`config.mk`:
```
export PLATFORM = sky130hd
export DESIGN_NAME = dcd_pick
export DESIGN_NICKNAME = d
export VERILOG_FILES = /design/src/rtl/dcd_pkg.sv /design/src/rtl/dcd_pick.sv
export SDC_FILE = /design/constraint.sdc
export NUM_CORES = 1
export LEC_CHECK = 0
export ABC_AREA = 1
export ABC_CLOCK_PERIOD_IN_PS = 3710
export BUFFER_PORTS_ARGS = -buffer_cell sky130_fd_sc_hd__buf_2
export CAP_MARGIN = 10
export CORE_MARGIN = 2
export CORE_UTILIZATION = 40
export DETAILED_ROUTE_END_ITERATION = 8
export PLACE_DENSITY_LB_ADDON = 0.25
export SLEW_MARGIN = 20
export SYNTH_ARGS = -nofsm -noshare
export SYNTH_HDL_FRONTEND = slang
export SYNTH_SLANG_ARGS = --single-unit
```
`constraint.sdc`:
```
create_clock -name vclk -period 3.71
set_input_delay 0.9275 -clock vclk [all_inputs]
set_output_delay 0.9275 -clock vclk [all_outputs]
set_load 0.02 [all_outputs]
```
`src/rtl/dcd_pkg.sv`:
```
// ----------------------------------------------------------------------------
// dcd_pkg
// shared constants, types and command codes of the directed cycle detector
// ----------------------------------------------------------------------------
package dcd_pkg;

   localparam int MAX_NODES   = 64;
   localparam int NODE_W      = $clog2(MAX_NODES);
   localparam int COUNT_W     = NODE_W + 1;
   localparam int CMD_W       = 2;
   localparam int CSR_DATA_W  = 32;
   localparam int CSR_ADDR_W  = 3;

   typedef logic [NODE_W-1:0]    node_type;
   typedef logic [COUNT_W-1:0]   count_type;
   typedef logic [MAX_NODES-1:0] row_type;

   typedef enum logic [CMD_W-1:0] {
      CMD_ADD_EDGE = 2'd0,
      CMD_CHECK    = 2'd1,
      CMD_CLEAR    = 2'd2
   } command_type;

   // register index as seen on the csr port (byte address / 4)
   localparam logic [CSR_ADDR_W-3:0] CSR_NODE_COUNT = '0;

   typedef enum logic [2:0] {
      ST_IDLE,
      ST_ADD_WR,
      ST_START,
      ST_EXPLORE,
      ST_POP_WAIT,
      ST_DONE
   } state_type;

   // adjacency memory access
   typedef struct packed {
      node_type rd_addr;
      logic     wr_en;
      node_type wr_addr;
      row_type  wr_data;
      logic     clear;
   } adj_req_type;

   // walk stack access
   typedef struct packed {
      logic     wr_en;
      node_type wr_addr;
      node_type wr_data;
      node_type rd_addr;
   } stk_req_type;

endpackage

```
`src/rtl/dcd_pick.sv`:
```
// ----------------------------------------------------------------------------
// dcd_pick
// lowest set bit finder for the unvisited neighbor set
// ----------------------------------------------------------------------------
module dcd_pick (
   input  dcd_pkg::row_type  fresh,
   output logic              any,
   output dcd_pkg::node_type index
);
   import dcd_pkg::*;

   row_type  isolated;
   node_type idx;

   // two's complement trick keeps only the lowest set bit
   assign isolated = fresh & (~fresh + row_type'(1));

   always_comb begin
      idx = '0;
      for (int i = 0; i < MAX_NODES; i++) begin
         if (isolated[i]) begin
            idx = idx | node_type'(i);
         end
      end
   end

   assign any   = |fresh;
   assign index = idx;

endmodule

```
# [Word level (Yosys, flattened, before mapping)]
# Cells that the tools add are included.
# W data, S select, Z words.
[word_totals] out_inout_bits=7 inputBits=64 ff_bits=0
[classes] bitwise=2 reduce_logical=1 n_mux=63 add_sub_neg=1
[ops] operator="$mux W6" n=32
[ops] operator="$mux W5" n=16
[ops] operator="$add A64 B1 Y64 const B" n=1
[ops] operator="$and A64 B64 Y64" n=1
[ops] operator="$not A64 Y64" n=1
[ops] operator="$reduce_or A64 Y1" n=1
[ops] operator="$mux W4" n=8
[ops] operator="$mux W3" n=4
[ops] operator="$mux W2" n=2
[ops] operator="$mux W1" n=1

# [Logic depth before layout (Yosys ltp)]
[logic_depth] word_depth=66 depth_mapped=11 depth_no_buf=11

# [Least setup slack after synthesis]
# Ideal clock, no wire load.
[synth_timing] path_kind="in2out" startpoint="input port fresh[1]" endpoint="output port index[0]" t_arrival_ns=2.099 cell_stages=10 path_buffers=0 required_time_ns=2.783 slack_ns=0.683 path_cell_list="nor2_2 -> nand2_4 -> nor2_8 -> nand2_4 -> nor2_4 -> nand3_1 -> and3_1 -> nand2_1 -> nor2_1 -> nand2_1"
[synth_via] elab_chain_len=66
[synth_rtl] element="start, declared" line_no="dcd_pick.sv:6" rtl="input dcd_pkg::row_type fresh,"
[synth_rtl] element="$not A64 Y64" line_no="dcd_pick.sv:16" rtl="assign isolated = fresh & (~fresh + row_type'(1));"
[synth_rtl] element="$add A64 B1 Y64" line_no="dcd_pick.sv:16"
[synth_rtl] element="$and A64 B64 Y64 *" line_no="dcd_pick.sv:16"
[synth_rtl] element="$mux W1" line_no="dcd_pick.sv:21" rtl="if (isolated[i]) begin"
[synth_rtl] element="$mux W2 (2 in series)" line_no="dcd_pick.sv:21"
[synth_rtl] element="$mux W3 (4 in series)" line_no="dcd_pick.sv:21"
[synth_rtl] element="$mux W4 (8 in series)" line_no="dcd_pick.sv:21"
[synth_rtl] element="$mux W5 (16 in series)" line_no="dcd_pick.sv:21"
[synth_rtl] element="$mux W6 (31 in series)" line_no="dcd_pick.sv:21"
[synth_rtl] element="$mux W6 *" line_no="dcd_pick.sv:21"
[synth_rtl] element="end, declared" line_no="dcd_pick.sv:8" rtl="output dcd_pkg::node_type index"
# Mark *: on every way between the ends. The rest lies on a longest branch, timed or not.

# [Worst setup path in the final report]
[layout_timing] startpoint="input port fresh[24]" endpoint="output port index[5]"
[layout_via] elab_chain_len=35
[layout_rtl] element="$not A64 Y64 *" line_no="dcd_pick.sv:16"
[layout_rtl] element="$add A64 B1 Y64 *" line_no="dcd_pick.sv:16"
[layout_rtl] element="$and A64 B64 Y64 *" line_no="dcd_pick.sv:16"
[layout_rtl] element="$mux W6 (31 in series)" line_no="dcd_pick.sv:21"
[layout_rtl] element="$mux W6 *" line_no="dcd_pick.sv:21"
# Marked as above.

==> run summary <==
Outcome: completed
Site Rows: 27
Area of the multi-input gates: 2070 µm²
Grt ovf: 0
Vias per inst: 5.05
Router iterations before antenna repair: 5
Num ports: 71
DR vias: 3441
CP bufs+invs: 2
Initial antenna violation count: 0
Post-synthesis net count: 601
Die Span X: 80.5 µm
Clkbuf count: 0
Avg Cell Area, Syn: 4.36 µm²
Cell count after synthesis: 537
Initial Util: 42.0%
Slew margin rel.: 79.8%
Final net count: 676
Post-Route WL: 9720 µm
Antenna cells: 0
Core area: 5570 µm²
Buffers on Ports: 71
Final Hold Vio Count: 0
Unrepaired setup endpoints after global routing: no
Synth warn: 0
CP dominant cell by count: nand2_1
WP data required: 2.78 ns
Share of the synthesized area in the top cell type: 26.6%
Post-synth top area cell: nor2_1
Fin Setup TNS: 0 ns
Hold crit path type: in -> out
Seq_cells: 0
Top-count cell post-synth: nor2_1
Final number of max-transition violations: 0
Area growth from synthesis to layout: 20.1%
Achievable Freq: 0.286 GHz
Vias in the first global route: 3313
ANT nets after route: 0
Cells along the critical path: buf_2, nor2_1, nand2_1, nor2_2, nand3_1, nor2_2, nand2_1, nand2_1, nor2_1, nand2_1, nor2_1, nand3_1, buf_2
Max Cap Viol: 0
Final worst slack: 0.217 ns
Global-route wire length before repair: 15600 µm
Actual slew at the worst max-slew pin: 0.302 ns
CP Launch Type: input pin
Post-CTS Setup Inserts: 0
Largest net degree at the start of global routing: 10
Fraction of layout cells with a size suffix above 1: 17.0%
Post-DP HPWL: 8770 µm
Crit Path Category: in -> out
Synth top cells by count: 166 x nor2_1, 163 x nand2_1, 74 x inv_1
Slowest CP cell: nor2_2
Worst Path Arrival: 2.57 ns
Final setup fails: 0
DRC Markers: 0
DRT iter0 DRCs: 197
Post-layout min period: 3.49 ns
Setup slack at placement: 0.129 ns
Distinct cell type count after synthesis: 22
Final period utilization: 94.2%
PwrDens: 50.0 nW/µm²
Flip-flop and latch area: 0 µm²
Top delay family on crit path: simple AND/OR/NAND/NOR gates
Fillers: 735
Leakage power: 1.60 nW
CP peak stage delay: 0.22 ns
Synth top area cells: nor2_1 27%, nand2_1 26%, nand3_1 16%
Wirelength per Cell: 14.3 µm
CP endpoint kind: output port
Max rail drop VDD: 0.0000283 V
Crit path max fanout: 4
Gr usage total: 30.8%
DIE AREA: 6480 µm²
Seq/Total Area, Yosys: 0%
Mapped cell area: 2340 µm²
Die height: 80.5 µm
RD Place Congestion: 0.992
[cells by family after synthesis]
kind of cell | count (synthesis) | share of synthesized area, %
compound gates | 6 | 1.82
buf+inv | 74 | 11.9
simple gates | 457 | 86.3
[placed cells by master, fill, tap and decap left out, drive strengths merged]
cell type	count
buf	73
and2	2
nand3b	5
inv	74
or3	1
nand3	74
o21bai	1
o211ai	1
nor3b	2
o211a	1
nor3	9
o21ai	2
nand4	7
nand2	169
a22oi	1
and3	2
nor2	186
[through the flow]
step / cells / util, % / hold slack [ns] / total power, W / cell area (µm²)
3_5_place_dp: 682 / 50.2 / 2.30 / 0.000138 / 2800
5_1_grt: 682 / 50.4 / 2.34 / 0.000158 / 2810
2_1_floorplan: 537 / - / 2.13 / 0.0000638 / 2340
3_3_place_gp: 682 / 50.2 / 2.29 / 0.000137 / 2800
6_report: 682 / 50.4 / 2.30 / 0.000141 / 2810
4_1_cts: 682 / 50.2 / 2.30 / 0.000139 / 2800
[worst paths after layout]
path | startpoint | to | slack (ns) | cells after the start
hold / removal | fresh[62] | any | 2.30 | 5
setup / recovery | fresh[24] | index[5] | 0.22 | 13
[area by class of cell]
cell class | instances | area share (%)
well taps | 72 | 3.21
inverters | 74 | 9.88
repair buffers | 73 | 13.2
multi-input cells | 463 | 73.7
[per-layer routing]
metal	up-vias	GRT usage [%]	share of wire [%]
met1	1490	37.0	43
li1	1813	-	-
met5	-	0	0
met2	122	59.0	49
met4	0	8.81	2.8
met3	16	0.674	5.0
[timing repair]
item | CTS | global route
hold buffers | 0 | 0
resized for setup | 0 | 4
setup endpoints to repair | 0 | 4
[report_power, final]
part	switching, W	internal (W)	total, W
registers	0	0	0
clock network	0	0	0
logic	0.0000924	0.0000482	0.000141
total	0.0000924	0.0000482	0.000141
[worst min-delay path: cells and delay by family]
kind,cells,cell delay [ns]
and+or+nand+nor,3,0.20
buffers and inverters,2,0.24
Note: power is estimated with default switching activity, not from simulation.
