[config.mk]
export PLATFORM = sky130hd
export DESIGN_NAME = dcd_stack_mem
export DESIGN_NICKNAME = d
export VERILOG_FILES = /design/src/rtl/dcd_pkg.sv /design/src/rtl/dcd_stack_mem.sv
export SDC_FILE = /design/constraint.sdc
export NUM_CORES = 1
export LEC_CHECK = 0
export BUFFER_PORTS_ARGS = -buffer_cell sky130_fd_sc_hd__buf_2
export CORE_ASPECT_RATIO = 1.2
export CORE_MARGIN = 4
export CORE_UTILIZATION = 45
export DETAILED_ROUTE_END_ITERATION = 8
export HOLD_SLACK_MARGIN = 0.12
export PLACE_DENSITY = 0.67
export REMOVE_ABC_BUFFERS = 1
export SYNTH_ARGS = -nofsm -noshare
export SYNTH_HDL_FRONTEND = slang
export SYNTH_SLANG_ARGS = --single-unit
export TNS_END_PERCENT = 20
[constraint.sdc]
create_clock -name clock -period 2.8 [get_ports clock]
set_input_delay 0.56 -clock clock [delete_from_list [all_inputs] [get_ports clock]]
set_output_delay 0.56 -clock clock [all_outputs]
set_load 0.01 [all_outputs]
[src/rtl/dcd_pkg.sv]
// ----------------------------------------------------------------------------
// dcd_pkg
// shared constants, types and command codes of the directed cycle detector
// ----------------------------------------------------------------------------
package dcd_pkg;

   localparam int MAX_NODES   = 64;
   localparam int NODE_W      = $clog2(MAX_NODES);
   localparam int COUNT_W     = NODE_W + 1;
   localparam int CMD_W       = 2;
   localparam int CSR_DATA_W  = 32;
   localparam int CSR_ADDR_W  = 3;

   typedef logic [NODE_W-1:0]    node_type;
   typedef logic [COUNT_W-1:0]   count_type;
   typedef logic [MAX_NODES-1:0] row_type;

   typedef enum logic [CMD_W-1:0] {
      CMD_ADD_EDGE = 2'd0,
      CMD_CHECK    = 2'd1,
      CMD_CLEAR    = 2'd2
   } command_type;

   // register index as seen on the csr port (byte address / 4)
   localparam logic [CSR_ADDR_W-3:0] CSR_NODE_COUNT = '0;

   typedef enum logic [2:0] {
      ST_IDLE,
      ST_ADD_WR,
      ST_START,
      ST_EXPLORE,
      ST_POP_WAIT,
      ST_DONE
   } state_type;

   // adjacency memory access
   typedef struct packed {
      node_type rd_addr;
      logic     wr_en;
      node_type wr_addr;
      row_type  wr_data;
      logic     clear;
   } adj_req_type;

   // walk stack access
   typedef struct packed {
      logic     wr_en;
      node_type wr_addr;
      node_type wr_data;
      node_type rd_addr;
   } stk_req_type;

endpackage

[src/rtl/dcd_stack_mem.sv]
// ----------------------------------------------------------------------------
// dcd_stack_mem
// node stack of the depth-first walk, registered read
// ----------------------------------------------------------------------------
module dcd_stack_mem (
   input  logic                 clock,
   input  dcd_pkg::stk_req_type req,
   output dcd_pkg::node_type    rd_node
);
   import dcd_pkg::*;

   node_type mem_ff [MAX_NODES];
   node_type rd_data_ff;

   always_ff @(posedge clock) begin
      if (req.wr_en) begin
         mem_ff[req.wr_addr] <= req.wr_data;
      end
      rd_data_ff <= mem_ff[req.rd_addr];
   end

   assign rd_node = rd_data_ff;

endmodule

; ---- Word-level counts from Yosys, hierarchy flattened
; Memory sizes are Yosys's and may differ from the RTL's. A register that Yosys moved wholly into a read port is not among the register bits.
; Index checks and enable logic that the tools add are counted.
[classes]
mux = 2
[op_table]
columns = op, count
row1 = $mux 1, 2
[totals]
input_bits = 20
ff_bits = 0
mem_bits_rw = 384
n_memories = 1
[memory_table]
columns = name, depth, word_bits, rd, rd_ports_with_merged_regs, wr, line_no
row1 = mem_ff, 64, 6, 1, 1, 1, dcd_stack_mem.sv:12  ; node_type mem_ff [MAX_NODES];

; ---- Logic depth before layout (Yosys ltp)
[depth]
word_depth = 2
depth_mapped = 7
depth_no_buf = 5

; ---- Least setup slack after synthesis
; No wires, ideal clock.
[synth_path]
path_type = input port to flip-flop
start = input port req[0] (netlist name)
end = register rd_data_ff[0], in the netlist rd_node[0], read port of mem_ff
path_slack_ns = 0.694
t_arrival_ns = 1.988
cell_stages = 7
n_path_buf = 3
required_time_ns = 2.683
path_cell_list = buf_6 > buf_6 > buf_4 > mux4_2 > o22ai_1 > o21ai_1 > a32o_1
[synth_rtl]
columns = element, line_no
row1 = from (decl), dcd_stack_mem.sv:7  ; input dcd_pkg::stk_req_type req,
row2 = to (decl), dcd_stack_mem.sv:13  ; node_type rd_data_ff;

==> flow_summary.json <==
{
  "synth_top_area_cell": "edfxtp_1",
  "grt_max_degree": 65,
  "grt_first_pass_wirelength_um": 50100,
  "avgViaCountPerCell": 5.85,
  "grt_setup_unrepaired": "false",
  "clockBufferDepth": 3,
  "grtUsageTotal_pct": 18.2,
  "criticalPathCategory": "in2reg",
  "synth_most_common_cell": "edfxtp_1",
  "dp_hpwl_um": 21300,
  "crit_family": "buffers and inverters",
  "leakage_nw": 5.53,
  "rows": 73,
  "overflow": 0,
  "ctsResizeCount": 0,
  "drc_errors": 0,
  "netlist_instances": 720,
  "period_minus_slack_ns": 2.17,
  "power_density_nw_per_um2": 690,
  "max_cap_viol_count": 0,
  "worst_setup_hold_path_clk_slew_ns": 0.07,
  "cts_buffers": 36,
  "crit_fanout": 30,
  "dieArea_um2": 36900,
  "syn-cell-area_um2": 15200,
  "syn2layout_area_growth_pct": 14.6,
  "fillers": 2579,
  "crit_required_ns": 3.21,
  "drt_iter0_markers": 857,
  "worstReg2RegEnd": "rd_node[2]",
  "place_area_um2": 16300,
  "synth_ff_type": "edfxtp_1",
  "setup-tns-final_ns": 0,
  "cpPeakStageDelay_ns": 0.50,
  "finalSetupViolations": 0,
  "holdCritPathClass": "in2reg",
  "ys_types": 37,
  "synth-warning-count": 0,
  "critPathCaptureType": "register",
  "r2r_cells": 5,
  "max-slew-margin-rel_pct": 50.8,
  "ir_drop_uv": 364,
  "vias": 7539,
  "synth.top_cell.area_share_pct": 75.7,
  "root_buffer": "clkbuf_16",
  "antenna_left": 0,
  "finalMaxSlewViolations": 0,
  "synth_edf_count": 384,
  "drtPass1Iterations": 5,
  "cts_sinks": 390,
  "ys_top_cells_by_count": "384 x edfxtp_1, 87 x mux4_2, 67 x nor2_1",
  "cts.htree.levels": 2,
  "start_kind": "input port",
  "hp-start": "req[5]",
  "crit_arrival_ns": 2.58,
  "timing.fmax_ghz": 0.460,
  "hold_buffers": 0,
  "status": "complete, no violations",
  "pin_count": 26,
  "hold_depth": 2,
  "portBuffers": 25,
  "die_x_um": 176,
  "design_area_um2": 17500,
  "insertion_delay_ns": 0.52,
  "antenna_found_initial": 1,
  "core_area_um2": 33200,
  "multi_input_area_um2": 3320,
  "yosysSeqAreaShare_pct": 76.5,
  "gp_congestion": 0.817,
  "post-cts-setup-buffer-count": 0,
  "crit_buf_inv": 3,
  "ys_ff_latch": 390,
  "regArea_um2": 11700,
  "cp_common_cell": "buf_12",
  "syn_avg_cell_area_um2": 21.1,
  "drive_gt1_share_pct": 30.0,
  "diodes": 0,
  "cts_tree": "done",
  "initial_core_util_pct": 45.8,
  "tightest_slew_ns": 0.739,
  "final_nets": 832,
  "first_global_vias": 7877,
  "period_share_pct": 77.6,
  "synth_async_sr_flop_share_pct": 0,
  "path_cells": "buf_6 > buf_12 > buf_12 > mux4_2 > mux2i_1 > a211oi_1 > a32o_1",
  "hold_viol_final": 0,
  "totalWireLength_um": 33000,
  "r2r_start": "mem_ff[45][2]",
  "cp_slowest_cell": "mux4_2",
  "synth.area.top_cells": "edfxtp_1 76%, mux4_2 13%, nor2_1 1.7%, mux4_1 1.0%, mux2i_1 0.99%",
  "hold_path_end": "rd_node[3]",
  "rrSetupSlack_ns": 0.80,
  "wl_per_cell_um": 25.7,
  "dieHeight_um": 210,
  "finalClockSkew_ns": 0.00903
}
==> area by class of cell <==
type / count / area share [%]
tap: 450 / 3.23
clock inverter: 24 / 1.48
clock buffer: 40 / 5.37
multi-input combinational: 291 / 19.0
sequential: 390 / 66.8
timing repair buffer: 93 / 4.12
==> per-layer routing <==
metal	global-route usage [%]	vias to the layer above	wire, um
met5	0	-	13
met4	6.75	2	1120
met3	2.88	73	2110
met2	31.1	332	17300
met1	23.8	3945	12500
li1	-	3187	-
==> logic make-up (layout without fill, tap and decap cells) <==
logic type | after synthesis | count (layout) | share of synthesized area, %
buf+inv | 39 | 157 | 1.65
flops | 390 | 390 | 76.5
compound gates | 54 | 54 | 2.60
mux | 117 | 117 | 15.6
simple gates | 120 | 120 | 3.67
==> power by group <==
part / switching (mW) / leakage (nW) / internal (mW) / total (mW)
registers: 0.0217 / 3.51 / 6.46 / 6.48
logic: 0.376 / 1.45 / 0.241 / 0.618
clock network: 2.07 / 0.569 / 2.89 / 4.95
total: 2.46 / 5.53 / 9.59 / 12.1
==> flip-flops by register name, summed over array words and instances, names as in the netlist <==
name and cells:
rd_node 6, mem_ff 384
==> how the worst max path moves through the flow <==
stage / start / end / slack, ns / cells after the start
floorplan: req[0] / rd_node[2] / 1.00 / 5
CTS: req[0] / rd_node[0] / 0.64 / 7
global placement: req[0] / rd_node[0] / 0.11 / 7
global route: req[0] / rd_node[0] / 0.56 / 7
finish: req[0] / rd_node[0] / 0.63 / 7
detailed placement: req[0] / rd_node[0] / 0.10 / 7
==> cell usage in the layout, fill, tap and decap left out, types with 2 or more instances in the layout <==
master and n:
clkinvlp_4 7, buf_2 23, nor2_1 67, o22ai_1 12, mux4_2 87, nand2_1 8, dfxtp_1 6, buf_12 6
clkinv_2 8, o221ai_1 9, or3b_2 2, nand3b_1 4, nand2b_1 5, mux2i_1 15, bufinv_16 5, or3_1 2
nor2b_1 8, clkinv_1 4, or2_2 2, clkbuf_16 37, a221oi_1 3, buf_4 63, o21ai_1 6, clkbuf_1 3
nand3_1 11, mux2_2 9, a211oi_1 6, a32o_1 3, a22oi_1 2, o22a_1 6, mux4_1 6, nand4_1 2
edfxtp_1 384, nor3_1 5, a21oi_1 6
==> per-stage QoR <==
step / util [%] / hold slack (ns) / instances / total power [mW] / setup slack, ns
3_5_place_dp: 48.9 / 0.869 / 1224 / 7.23 / 0.104
5_1_grt: 52.5 / 0.538 / 1288 / 12.4 / 0.562
2_1_floorplan: - / 0.659 / 681 / 6.85 / 1.00
3_3_place_gp: 48.9 / 0.840 / 1224 / 7.21 / 0.110
4_1_cts: 52.5 / 0.515 / 1288 / 12.1 / 0.644
6_report: 52.5 / 0.540 / 1288 / 12.1 / 0.627
Note: power is estimated with default switching activity, not from simulation.
