## config.mk

```make
export PLATFORM = sky130hd
export DESIGN_NAME = dcd_adj_mem
export DESIGN_NICKNAME = d
export VERILOG_FILES = /design/src/rtl/dcd_pkg.sv /design/src/rtl/dcd_adj_mem.sv
export SDC_FILE = /design/constraint.sdc
export NUM_CORES = 2
export LEC_CHECK = 0
export BUFFER_PORTS_ARGS = -buffer_cell sky130_fd_sc_hd__buf_2
export CAP_MARGIN = 30
export CORE_AREA = 2 2 393 687
export DETAILED_ROUTE_END_ITERATION = 10
export DIE_AREA = 0 0 395 689
export PLACE_DENSITY = 0.76
export RECOVER_POWER = 25
export SLEW_MARGIN = 25
export SYNTH_ARGS = -nofsm -noshare
export SYNTH_HDL_FRONTEND = slang
export SYNTH_SLANG_ARGS = --single-unit
```

## constraint.sdc

```tcl
create_clock -name clock -period 13.4 [get_ports clock]
set_input_delay 1.34 -clock clock [delete_from_list [all_inputs] [get_ports clock]]
set_output_delay 1.34 -clock clock [all_outputs]
set_load 0.05 [all_outputs]
```

## src/rtl/dcd_pkg.sv

```systemverilog
// ----------------------------------------------------------------------------
// dcd_pkg
// shared constants, types and command codes of the directed cycle detector
// ----------------------------------------------------------------------------
package dcd_pkg;

   localparam int MAX_NODES   = 64;
   localparam int NODE_W      = $clog2(MAX_NODES);
   localparam int COUNT_W     = NODE_W + 1;
   localparam int CMD_W       = 2;
   localparam int CSR_DATA_W  = 32;
   localparam int CSR_ADDR_W  = 3;

   typedef logic [NODE_W-1:0]    node_type;
   typedef logic [COUNT_W-1:0]   count_type;
   typedef logic [MAX_NODES-1:0] row_type;

   typedef enum logic [CMD_W-1:0] {
      CMD_ADD_EDGE = 2'd0,
      CMD_CHECK    = 2'd1,
      CMD_CLEAR    = 2'd2
   } command_type;

   // register index as seen on the csr port (byte address / 4)
   localparam logic [CSR_ADDR_W-3:0] CSR_NODE_COUNT = '0;

   typedef enum logic [2:0] {
      ST_IDLE,
      ST_ADD_WR,
      ST_START,
      ST_EXPLORE,
      ST_POP_WAIT,
      ST_DONE
   } state_type;

   // adjacency memory access
   typedef struct packed {
      node_type rd_addr;
      logic     wr_en;
      node_type wr_addr;
      row_type  wr_data;
      logic     clear;
   } adj_req_type;

   // walk stack access
   typedef struct packed {
      logic     wr_en;
      node_type wr_addr;
      node_type wr_data;
      node_type rd_addr;
   } stk_req_type;

endpackage

```

## src/rtl/dcd_adj_mem.sv

```systemverilog
// ----------------------------------------------------------------------------
// dcd_adj_mem
// adjacency bit matrix, one row per source node, with per-row valid bits
// ----------------------------------------------------------------------------
module dcd_adj_mem (
   input  logic                clock,
   input  logic                reset,
   input  dcd_pkg::adj_req_type req,
   output dcd_pkg::row_type    rd_row
);
   import dcd_pkg::*;

   row_type                 mem_ff [MAX_NODES];
   logic [MAX_NODES-1:0]    row_valid_ff;
   row_type                 rd_data_ff;
   logic                    rd_valid_ff;

   always_ff @(posedge clock) begin
      if (req.wr_en) begin
         mem_ff[req.wr_addr] <= req.wr_data;
      end
      rd_data_ff <= mem_ff[req.rd_addr];
   end

   always_ff @(posedge clock) begin
      if (reset) begin
         row_valid_ff <= '0;
         rd_valid_ff  <= 1'b0;
      end else begin
         rd_valid_ff <= row_valid_ff[req.rd_addr];
         if (req.clear) begin
            row_valid_ff <= '0;
         end else if (req.wr_en) begin
            row_valid_ff[req.wr_addr] <= 1'b1;
         end
      end
   end

   // a row never written since reset or clear reads as empty
   assign rd_row = rd_valid_ff ? rd_data_ff : '0;

endmodule

```

# After elaboration in Yosys (flattened, before gate mapping)
# Memory sizes are Yosys's and may differ from the RTL's. A register that Yosys moved wholly into a read port is not among the register bits.
# Cells that the tools add are included.
op_classes:
  n_bitwise: 1
  order_cmp: 3
  mux: 7
  reduce_logical: 2
op_table:
  columns: ["operator", "count"]
  rows:
  - ["$mux W64", 1]
  - ["$or A64 B64 Y64", 1]
  - ["$lt A6 B7 Y1 const B", 2]
  - ["$bmux W1 S6", 1]
  - ["$demux W1 S6", 1]
  - ["$ge A6 B1 Y1 const B", 1]
  - ["$mux W1", 4]
  - ["$reduce_or A2 Y1", 1]
  - ["$logic_and A1 B1 Y1", 1]
totals:
  reg_bits: 65
  memories: 1
  wordCells: 16
  output_inout_bits: 64
  inputBits: 80
  ramBits: 4096
mem_list:
  columns: ["memory", "depth", "word_bits", "rd", "rd_ports_with_merged_regs", "write_ports", "line", "text"]
  rows:
  - ["mem_ff", 64, 64, 1, 1, 1, "dcd_adj_mem.sv:13", "row_type mem_ff [MAX_NODES];"]

# Depth between registers and ports, before layout
depth:
  depth_word: 5
  ltp_mapped: 10
  depth_no_buf: 4

# Least setup slack after synthesis
# OpenSTA, ideal clock, no wires.
synth_path:
  path_type: "input-to-reg"
  startpoint: "in req[71] (netlist name)"
  endpoint: "mem mem_ff[40][0] (netlist name) (enable)"
  t_arrival_ns: 6.179
  setup_time_ns: 0.567
  path_stages: 3
  path_buffers: 0
  path_slack_ns: 6.654
  t_required_ns: 12.833
  path_cell_list: "nor2b_1 > nand2_1 > nor3_1"
synth_between:
  elab_chain_cells: 2
synth_rtl:
  columns: ["item", "line", "text"]
  rows:
  - ["from (decl)", "dcd_adj_mem.sv:8", "input dcd_pkg::adj_req_type req,"]
  - ["$mux W1", "dcd_adj_mem.sv:19", "if (req.wr_en) begin"]
  - ["$mux W1 (implied by the code)", "dcd_adj_mem.sv:20", "mem_ff[req.wr_addr] <= req.wr_data;"]
  - ["to (decl)", "dcd_adj_mem.sv:13", null]
# Every way passes these cells.

==> impl_metrics.json <==
{
  "slew_violations": 2701,
  "die_x_um": 395,
  "hold_violations": 0,
  "r2r_setup_slack_ps": 11160,
  "grt_max_degree": 126,
  "syn-instance-count": 6597,
  "synth_top_area_frac": 0.772,
  "synth_xor_area_frac": 0,
  "clkTransAtPathRegs_ps": 60,
  "die_h_um": 689,
  "synth_top_family_by_area": "multiplexers",
  "vias_per_cell": 7.15,
  "drtIter0Drc": 11300,
  "synth_flop_cell": "edfxtp_1",
  "insertion_delay_ps": 970,
  "reg2regPathDepth": 4,
  "worstReg2RegEnd": "rd_data_ff[11]",
  "rsz0062_at_grt": "no",
  "synth_edf_count": 4096,
  "cts.htree.levels": 5,
  "port_buffers": 143,
  "final_core_utilization": 0.667,
  "worst_slew_pin_slew_ps": 2780,
  "holdWs_ps": 467,
  "synthDistinctLibCells": 38,
  "async_flop_share": 0,
  "grt-ovfl-total": 0,
  "pre_cts_ws_ps": 7350,
  "synth_fa_ha_area_frac": 0,
  "whs_path_depth": 1,
  "grt_antenna_before_repair": 23,
  "rr_startpoint": "mem_ff[63][11]",
  "worstHoldStart": "row_valid_ff[47]",
  "first_pass_iters": 8,
  "grt_pass1_vias": 79200,
  "final.min_clock_period_ps": 5110,
  "cts_tree": "done",
  "post-route-period-util": 0.381,
  "holdPathEnd": "row_valid_ff[47]",
  "cp_max_fo": 108,
  "powerDensity_mw_per_mm2": 150,
  "core_mm2": 0.267,
  "clock_skew_ps": 61.3,
  "synth_compound_area_frac": 0.0205,
  "min_path_type": "reg2reg",
  "initial_core_util": 0.598,
  "fmax_mhz": 196,
  "power_w": 0.0267,
  "netlist_top_cells_area": "edfxtp_1 77%, mux4_2 16%, dfxtp_1 1.6%, mux2i_1 1.4%, o22ai_1 0.43%",
  "cp.arrival_ps": 5890,
  "start_kind": "primary input",
  "critPathRequiredTime_ps": 14180,
  "combPwrFrac": 0.046,
  "power_frac_clock": 0.406,
  "p_sw_frac": 0.208,
  "routed_wl_mm": 436,
  "ys_warn_count": 0,
  "synth_mux_area_frac": 0.174,
  "ios": 144,
  "fin_ws_ps": 8290,
  "critical_path_class": "in2reg",
  "syn_area_mm2": 0.159,
  "p_sw_w": 0.00556,
  "most-common-layout-cells": "4096 x edfxtp_1, 1128 x mux4_2, 364 x clkbuf_16",
  "fp.dieArea_mm2": 0.272,
  "violations": "capacitance limit, slew limit",
  "gp_congestion": 0.794,
  "drive_above_1_share": 0.287,
  "finalNetCount": 7057,
  "dr_total_vias": 77500,
  "final.setup.tns_ps": 0,
  "grt_pass1_wl_mm": 605,
  "wl_per_cell_um": 40.2,
  "cts_buffer_depth": 4,
  "final_common_cell": "edfxtp_1",
  "leakage_nw": 55.8,
  "seq_area_frac_synth": 0.788,
  "status": "complete, but fails checks",
  "grtUsageTotal": 0.321,
  "intPower_w": 0.0212,
  "syn_avg_cell_area_um2": 24.2,
  "dp_hpwl_mm": 218,
  "maxCapViolCount": 46,
  "drtAntennaViolNets": 0,
  "slew_headroom": -0.856,
  "cts_sinks": 4225,
  "cts-resized-gates": 0,
  "cts-buffers-inserted": 354,
  "synthToLayoutAreaGrowth_pct": 11.6,
  "root_buffer": "clkbuf_16",
  "crit_path_end_kind": "flip-flop",
  "num_rows": 251,
  "ys_ff_latch": 4225,
  "hold_buffers": 0,
  "post_synth_and_or_nand_nor_area_fraction": 0.00607,
  "drcViolationCount": 0,
  "synth_nets": 6677,
  "finalSetupViolCount": 0,
  "post-synth-top-area-cell": "edfxtp_1",
  "seq_power_share": 0.548,
  "post_cts_buffers": 0,
  "vdd_drop_max_uv": 121
}
[power groups by stage]
| stage | Sequential, W | Combinational (W) | Clock [W] |
|---|---|---|---|
| 4_1_cts | 0.0146 | 0.00121 | 0.0109 |
| 3_3_place_gp | 0.0149 | 0.00116 | 0 |
| 5_1_grt | 0.0147 | 0.00128 | 0.0113 |
| 2_1_floorplan | 0.0149 | 0.000742 | 0 |
| 6_report | 0.0147 | 0.00123 | 0.0108 |
| 3_5_place_dp | 0.0149 | 0.00120 | 0 |
[metrics by stage]
step / instance area [um2] / cells
after floorplan: 159000 / 6597
after global placement: 165000 / 10100
after detailed placement: 165000 / 10100
after CTS: 177000 / 10800
after global routing: 178000 / 10800
final: 178000 / 10800
[sequential cells by signal, indices dropped and copies added (netlist names)]
register	count
row_valid_ff	64
mem_ff	4096
rd_valid_ff	1
rd_data_ff	64
[worst max path at each step]
stage | endpoint | slack (ps) | cells after the start | startpoint
after CTS | rd_data_ff[26] | 8260 | 8 | req[72]
after detailed placement | rd_data_ff[26] | 7350 | 8 | req[72]
after global routing | rd_data_ff[26] | 7980 | 8 | req[72]
after floorplan | mem_ff[40][0] | 6650 | 3 | req[71]
after global placement | rd_data_ff[26] | 7410 | 8 | req[72]
final | rd_data_ff[26] | 8290 | 8 | req[72]
[area by class of cell]
type / instances / area [um2]
multi-input combinational: 2003 / 32600
clock inverter: 215 / 2510
inverter: 3 / 11.3
antenna: 11 / 27.5
sequential: 4225 / 126000
fill: 15700 / 88800
timing repair buffer: 390 / 3160
tap: 3542 / 4430
clock buffer: 438 / 9550
[Yosys cell counts (2+ instances only)]
master / instances
a211o_1: 45
a21oi_1: 63
a221oi_1: 41
a22o_1: 38
a22oi_1: 22
and2_1: 69
and3b_1: 2
buf_1: 50
buf_2: 103
buf_4: 49
buf_6: 15
clkbuf_1: 148
dfxtp_1: 129
edfxtp_1: 4096
inv_1: 3
mux2_2: 19
mux2i_1: 216
mux4_2: 1128
nand2_1: 18
nand2b_1: 7
nand3_1: 4
nand3b_1: 3
nor2_1: 67
nor2b_1: 9
nor3_1: 4
o21a_1: 64
o21ai_0: 21
o22a_1: 44
o22ai_1: 109
or2_2: 2
or3b_2: 2
[logic make-up (layout without fill, tap and decap cells)]
| family | after synthesis | in the layout |
|---|---|---|
| buffers and inverters | 369 | 1046 |
| other | 0 | 11 |
| muxes | 1363 | 1363 |
| AOI/OAI and AO/OA | 452 | 452 |
| DFF | 4225 | 4225 |
| and+or+nand+nor | 188 | 188 |
[critical path, stage by stage]
cell,delay (ps)
buf_12,600
buf_12,610
buf_4,710
buf_4,800
mux4_2,610
mux4_2,500
o22ai_1,190
a21oi_1,110
[per-layer routing]
| metal | up-vias | wire, um | GRT usage |
|---|---|---|---|
| li1 | 29200 | - | - |
| met1 | 40700 | 134000 | 0.392 |
| met2 | 6086 | 223000 | 0.545 |
| met3 | 1403 | 50300 | 0.0633 |
| met4 | 20 | 27500 | 0.172 |
| met5 | - | 135 | 0 |
Note: power is estimated with default switching activity, not from simulation.
